--- src/sv/pwa_pkg.sv ---
// ----------------------------------------------------------------------------
// pwa_pkg
// Shared widths, codes, controller states and the command and status groups
// that link the averager controller to its datapath.
// ----------------------------------------------------------------------------
package pwa_pkg;

    localparam int CH_W     = 5;
    localparam int IDX_W    = 12;
    localparam int SV_W     = 16;
    localparam int GAIN_W   = 16;
    localparam int PROD_W   = SV_W + GAIN_W + 1;
    localparam int SUM_W    = 48;
    localparam int AVG_W    = 40;
    localparam int CNT_W    = 16;
    localparam int CNT_SLOTS = 1 << CH_W;

    localparam int IN_DATA_W  = 56;
    localparam int OUT_DATA_W = 56;

    localparam int DIV_STEPS = SUM_W;
    localparam int STEP_W    = $clog2(DIV_STEPS);

    localparam logic ACT_ACCUM = 1'b0;
    localparam logic ACT_READ  = 1'b1;

    typedef enum logic [2:0] {
        ST_CLEAR,
        ST_IDLE,
        ST_ACC,
        ST_PREP,
        ST_DIV,
        ST_OUT
    } t_state;

    typedef struct packed {
        logic clear_wr;
        logic accept;
        logic acc_commit;
        logic div_init;
        logic div_step;
        logic out_load;
    } t_dp_cmd;

    typedef struct packed {
        logic clear_done;
        logic in_read;
        logic div_done;
        logic out_free;
    } t_dp_stat;

endpackage

--- src/sv/pwa_ctrl.sv ---
// ----------------------------------------------------------------------------
// pwa_ctrl
// Sequencer for the averager: clearing pass, accumulate read-modify-write,
// and the divide and output hand-off of a read.
// ----------------------------------------------------------------------------
module pwa_ctrl
    import pwa_pkg::*;
(
    input  logic     i_clk,
    input  logic     i_rst_n,
    input  logic     i_s_tvalid,
    output logic     o_s_tready,
    input  t_dp_stat i_stat,
    output t_dp_cmd  o_cmd
);

    t_state r_state;
    t_state n_state;
    logic   accept;

    assign accept = i_s_tvalid && (r_state == ST_IDLE);

    always_ff @(posedge i_clk) begin
        if (!i_rst_n) begin
            r_state <= ST_CLEAR;
        end else begin
            r_state <= n_state;
        end
    end

    always_comb begin
        n_state = r_state;
        unique case (r_state)
            ST_CLEAR: begin
                if (i_stat.clear_done) begin
                    n_state = ST_IDLE;
                end
            end
            ST_IDLE: begin
                if (accept) begin
                    n_state = i_stat.in_read ? ST_PREP : ST_ACC;
                end
            end
            ST_ACC:  n_state = ST_IDLE;
            ST_PREP: n_state = ST_DIV;
            ST_DIV: begin
                if (i_stat.div_done) begin
                    n_state = ST_OUT;
                end
            end
            ST_OUT: begin
                if (i_stat.out_free) begin
                    n_state = ST_IDLE;
                end
            end
            default: n_state = ST_CLEAR;
        endcase
    end

    always_comb begin
        o_cmd            = '0;
        o_s_tready       = 1'b0;
        unique case (r_state)
            ST_CLEAR: o_cmd.clear_wr = 1'b1;
            ST_IDLE: begin
                o_s_tready   = 1'b1;
                o_cmd.accept = accept;
            end
            ST_ACC:  o_cmd.acc_commit = 1'b1;
            ST_PREP: o_cmd.div_init   = 1'b1;
            ST_DIV:  o_cmd.div_step   = 1'b1;
            ST_OUT:  o_cmd.out_load   = i_stat.out_free;
            default: o_cmd = '0;
        endcase
    end

endmodule

--- config.mk ---
export PLATFORM = sky130hd
export DESIGN_NAME = pwa_ctrl
export DESIGN_NICKNAME = d
export VERILOG_FILES = /design/src/sv/pwa_pkg.sv /design/src/sv/pwa_ctrl.sv
export SDC_FILE = /design/constraint.sdc
export NUM_CORES = 1
export LEC_CHECK = 0
export ABC_AREA = 1
export BUFFER_PORTS_ARGS = -buffer_cell sky130_fd_sc_hd__buf_2
export CELL_PAD_IN_SITES_DETAIL_PLACEMENT = 0
export CELL_PAD_IN_SITES_GLOBAL_PLACEMENT = 2
export CORE_AREA = 2 2 41 43
export DETAILED_ROUTE_END_ITERATION = 8
export DIE_AREA = 0 0 43 45
export MAX_ROUTING_LAYER = met4
export PLACE_DENSITY = 0.7
export SLEW_MARGIN = 0
export SYNTH_ARGS = -nofsm -noshare
export SYNTH_HDL_FRONTEND = slang
export SYNTH_SLANG_ARGS = --single-unit
--- constraint.sdc ---
create_clock -name i_clk -period 1.7 [get_ports i_clk]
set_clock_uncertainty 0.2 [all_clocks]
set_input_delay 0.34 -clock i_clk [delete_from_list [all_inputs] [get_ports i_clk]]
set_output_delay 0.34 -clock i_clk [all_outputs]
set_load 0.005 [all_outputs]
# == Word-level counts from Yosys, hierarchy flattened ==
# Cells that the tools add are included.
# classes
eq_ne,9
n_mux,13
n_reduce_logical,3
# op_table
op,n
3-bit case mux with 6 select lines,1
3-bit two-way mux,4
1-bit two-way mux,8
"2-bit != test, second input constant",4
"3-bit by 2-bit equality test with 1-bit output, second input constant",2
"3-bit equality test, second input constant",2
4-bit AND reduction,1
"3-bit by 1-bit equality test with 1-bit output, second input constant",1
3-bit logical NOT,1
1-bit logical AND,1
# totals
regBits,3
in_bits,7
word_cells,26

# == Logic depth before layout (Yosys ltp) ==
# depth
word_depth,4
mapped_depth,8

# == Worst setup path after synthesis ==
# No wires, ideal clock.
# synth_path
kind,flip-flop to output port
from,reg r_state[0]
to,out o_cmd[4] (netlist name)
arrival_ns,0.716
slack_ns,0.444
path_stages_with_launch,5
path_buffers,0
path_cell_list,dfxtp_1 > inv_1 > nor2_2 > inv_2 > nor3_1
# synth_rtl
item,line_no,text
"start, declared",pwa_ctrl.sv:17,t_state r_state;
"start signal, assigned",pwa_ctrl.sv:27,r_state <= n_state;
"end, declared",pwa_ctrl.sv:14,output t_dp_cmd o_cmd

==> metrics.yaml <==
syn_inst: 41
crit_path_end: "o_cmd[0]"
relSlewSlack_pct: 86.20
registers.top_by_ff_count: "r_state"
cts_tree: "built"
grt_pass1_wl_um: 917
core_um2: 1471
diodes: 0
nNetsFinal: 66
grt_max_degree: 8
drc: 0
synth_area_leaders: "dfxtp_1 (25%), nor2_1 (14%), nand2_1 (13%)"
yosys_warnings: 0
critical_path_class: "reg2out"
grt_use_total_pct: 6.759
worst_r2r_path_depth: 7
power_switching_mw: 0.2140
p_per_area_nw_per_um2: 1412
power.switching_fraction_pct: 42.67
grt.overflow.total: 0
synth.avg_cell_area_um2: 5.798
p_comb_share_pct: 51.4
dieWidth_um: 43
cts_buffer_depth: 2
viasPerCell: 3.919
rsz0062_at_grt: "no"
ios: 14
fin_crit_ns: 1.572
clkSinkCount: 3
power_mw: 0.5016
cap_viol_max_count: 0
cts.htree.levels: 1
max_stage_delay_ns: 0.35
ys_seq_elements: 3
crit_path_start_kind: "flip-flop"
cp.required_ns: 1.16
numCtsBuffers: 3
wire_per_inst_um: 7.811
dpl.hpwl_um: 504.4
p_leak_nw: 0.2056
p_int_mw: 0.2875
ys_types: 14
outcome: "finished clean"
ir_drop_mv: 0.6190
grt_pass1_vias: 227
drt-total-wl_um: 578
clock_power_share_pct: 24.1
vias: 290
fmax_mhz: 636.0
die_h_um: 45
r2r_start: "r_state[1]$_SDFFE_PN0P_"
ff2ff_setup_slack_ns: 0.38
yosysTopAreaCell: "dfxtp_1"
grt_antenna_before_repair: 0
worstSetupStartpoint: "r_state[1]$_SDFFE_PN0P_"
drt-initial-drc-count: 3
placementRows: 14
crit_arrival_ns: 1.03
netlist_area_um2: 237.7
min_period_over_period_pct: 92.49
worstSkewPairLatency_ns: 0.23
drtAntennaViolNets: 0
cpMaxStageDelayCell: "dfxtp_1"
top_regs: "r_state x3"
drive_gt1_share_pct: 44.83
port_buffers: 13
hold_viol_final: 0
start_util_pct: 16.16
clk_pin_slew_worst_paths_ns: 0.04
root_buffer: "clkbuf_4"
syn-num-nets: 48
seq_area_frac_synth_pct: 25.26
holdCritPathClass: "in2reg"
worst_pin_slew_ns: 0.2068
place_congestion: 0.7063
dieArea_um2: 1935
largest_reg_flops: 3
crit_chain: "inv_2 -> nand3_1 -> nor2_1 -> buf_2"
crit_fanout: 7
fin_tns_setup_ns: 0
seq_power_share_pct: 24.5
hold_buffers: 0
drv_slew: 0
area_growth_pct: 49.47
regToRegEndpoint: "r_state[2]$_SDFFE_PN0P_"
setup_viol: 0
synth_top_area_share_pct: 25.26
firstDrtPassIters: 4
cp-end-kind: "primary output"
## layer usage
metal  track usage (%)  vias up  share of wire, %
met5                 -        -                 0
met4             1.818        0                 0
met3             3.600        0               8.1
met2             8.485       12                41
met1             9.291      121                51
li1                  -      157                 -
## area by class of cell
cell class,instances,area (um2)
fill,192,1116
multi-input combinational,30,152.6
sequential,3,61.31
clock buffer,4,26.28
timing repair buffer,13,65.06
tap,16,20.02
inverter,8,30.03
## cell usage in the layout (no fill, tap or decap), types with 2 or more instances in the layout
cell type  synthesis  routed
buf_2              0      13
nor2_1             9       9
nand2_1            8       8
inv_1              5       5
inv_2              3       3
nor2_2             3       3
clkbuf_4           0       3
nand3_1            2       2
a21oi_1            2       2
dfxtp_1            3       2
## synthesized netlist by cell type
cell type	n
inv_2	3
inv_1	5
dfxtp_1	3
nand3b_1	1
nor2_2	3
nor2_4	1
nor2_1	9
and3_1	1
nand2_1	8
a21oi_1	2
nand3_2	1
nor3_1	1
o21ai_0	1
nand3_1	2
## critical path, delay by kind of cell, from the launching register on
family | cells | cell delay [ns]
buffers and inverters | 2 | 0.24
AND/OR/NAND/NOR | 2 | 0.22
flip-flops | 1 | 0.35
## worst min path at each step
stage                                    to               startpoint  slack (ns)  cells after the start
detailed placement  r_state[0]$_SDFFE_PN0P_  r_state[0]$_SDFFE_PN0P_        0.32                      2
floorplan           r_state[0]$_SDFFE_PN0P_                  i_rst_n        0.26                      2
global route        r_state[0]$_SDFFE_PN0P_                  i_rst_n        0.15                      3
finish              r_state[0]$_SDFFE_PN0P_                  i_rst_n        0.15                      3
global placement    r_state[0]$_SDFFE_PN0P_  r_state[0]$_SDFFE_PN0P_        0.32                      2
CTS                 r_state[0]$_SDFFE_PN0P_                  i_rst_n        0.15                      3
## cell families (layout without fill, tap and decap cells)
| group | Yosys count | in the layout | share of synthesized area (%) |
|---|---|---|---|
| AOI/OAI and AO/OA | 3 | 3 | 6.314 |
| buffers and inverters | 8 | 25 | 12.63 |
| DFF | 3 | 3 | 25.26 |
| and+or+nand+nor | 27 | 27 | 55.79 |
## power by group through the flow
stage	Clock, mW	Sequential, mW	Combinational, mW
floorplan	0	0.114	0.184
global placement	0	0.121	0.263
detailed placement	0	0.122	0.259
CTS	0.126	0.120	0.260
global route	0.135	0.129	0.296
finish	0.121	0.123	0.258
## repair_timing
item,CTS,global route
endpoints found under the setup margin,0,2
resized for setup,0,2
setup buffers,0,0
## stage by stage
step / utilization [%] / instance area [um2] / std cells / setup WS, ns / hold slack, ns
2_1_floorplan: - / 237.7 / 41 / 0.4435 / 0.2606
3_3_place_gp: 21.94 / 322.8 / 70 / 0.3351 / 0.3204
3_5_place_dp: 21.94 / 322.8 / 70 / 0.3115 / 0.3247
4_1_cts: 23.72 / 349.1 / 74 / 0.05171 / 0.1523
5_1_grt: 24.15 / 355.3 / 74 / 0.02601 / 0.1513
6_report: 24.15 / 355.3 / 74 / 0.1276 / 0.1513
Power figures use the tool's default switching activity.
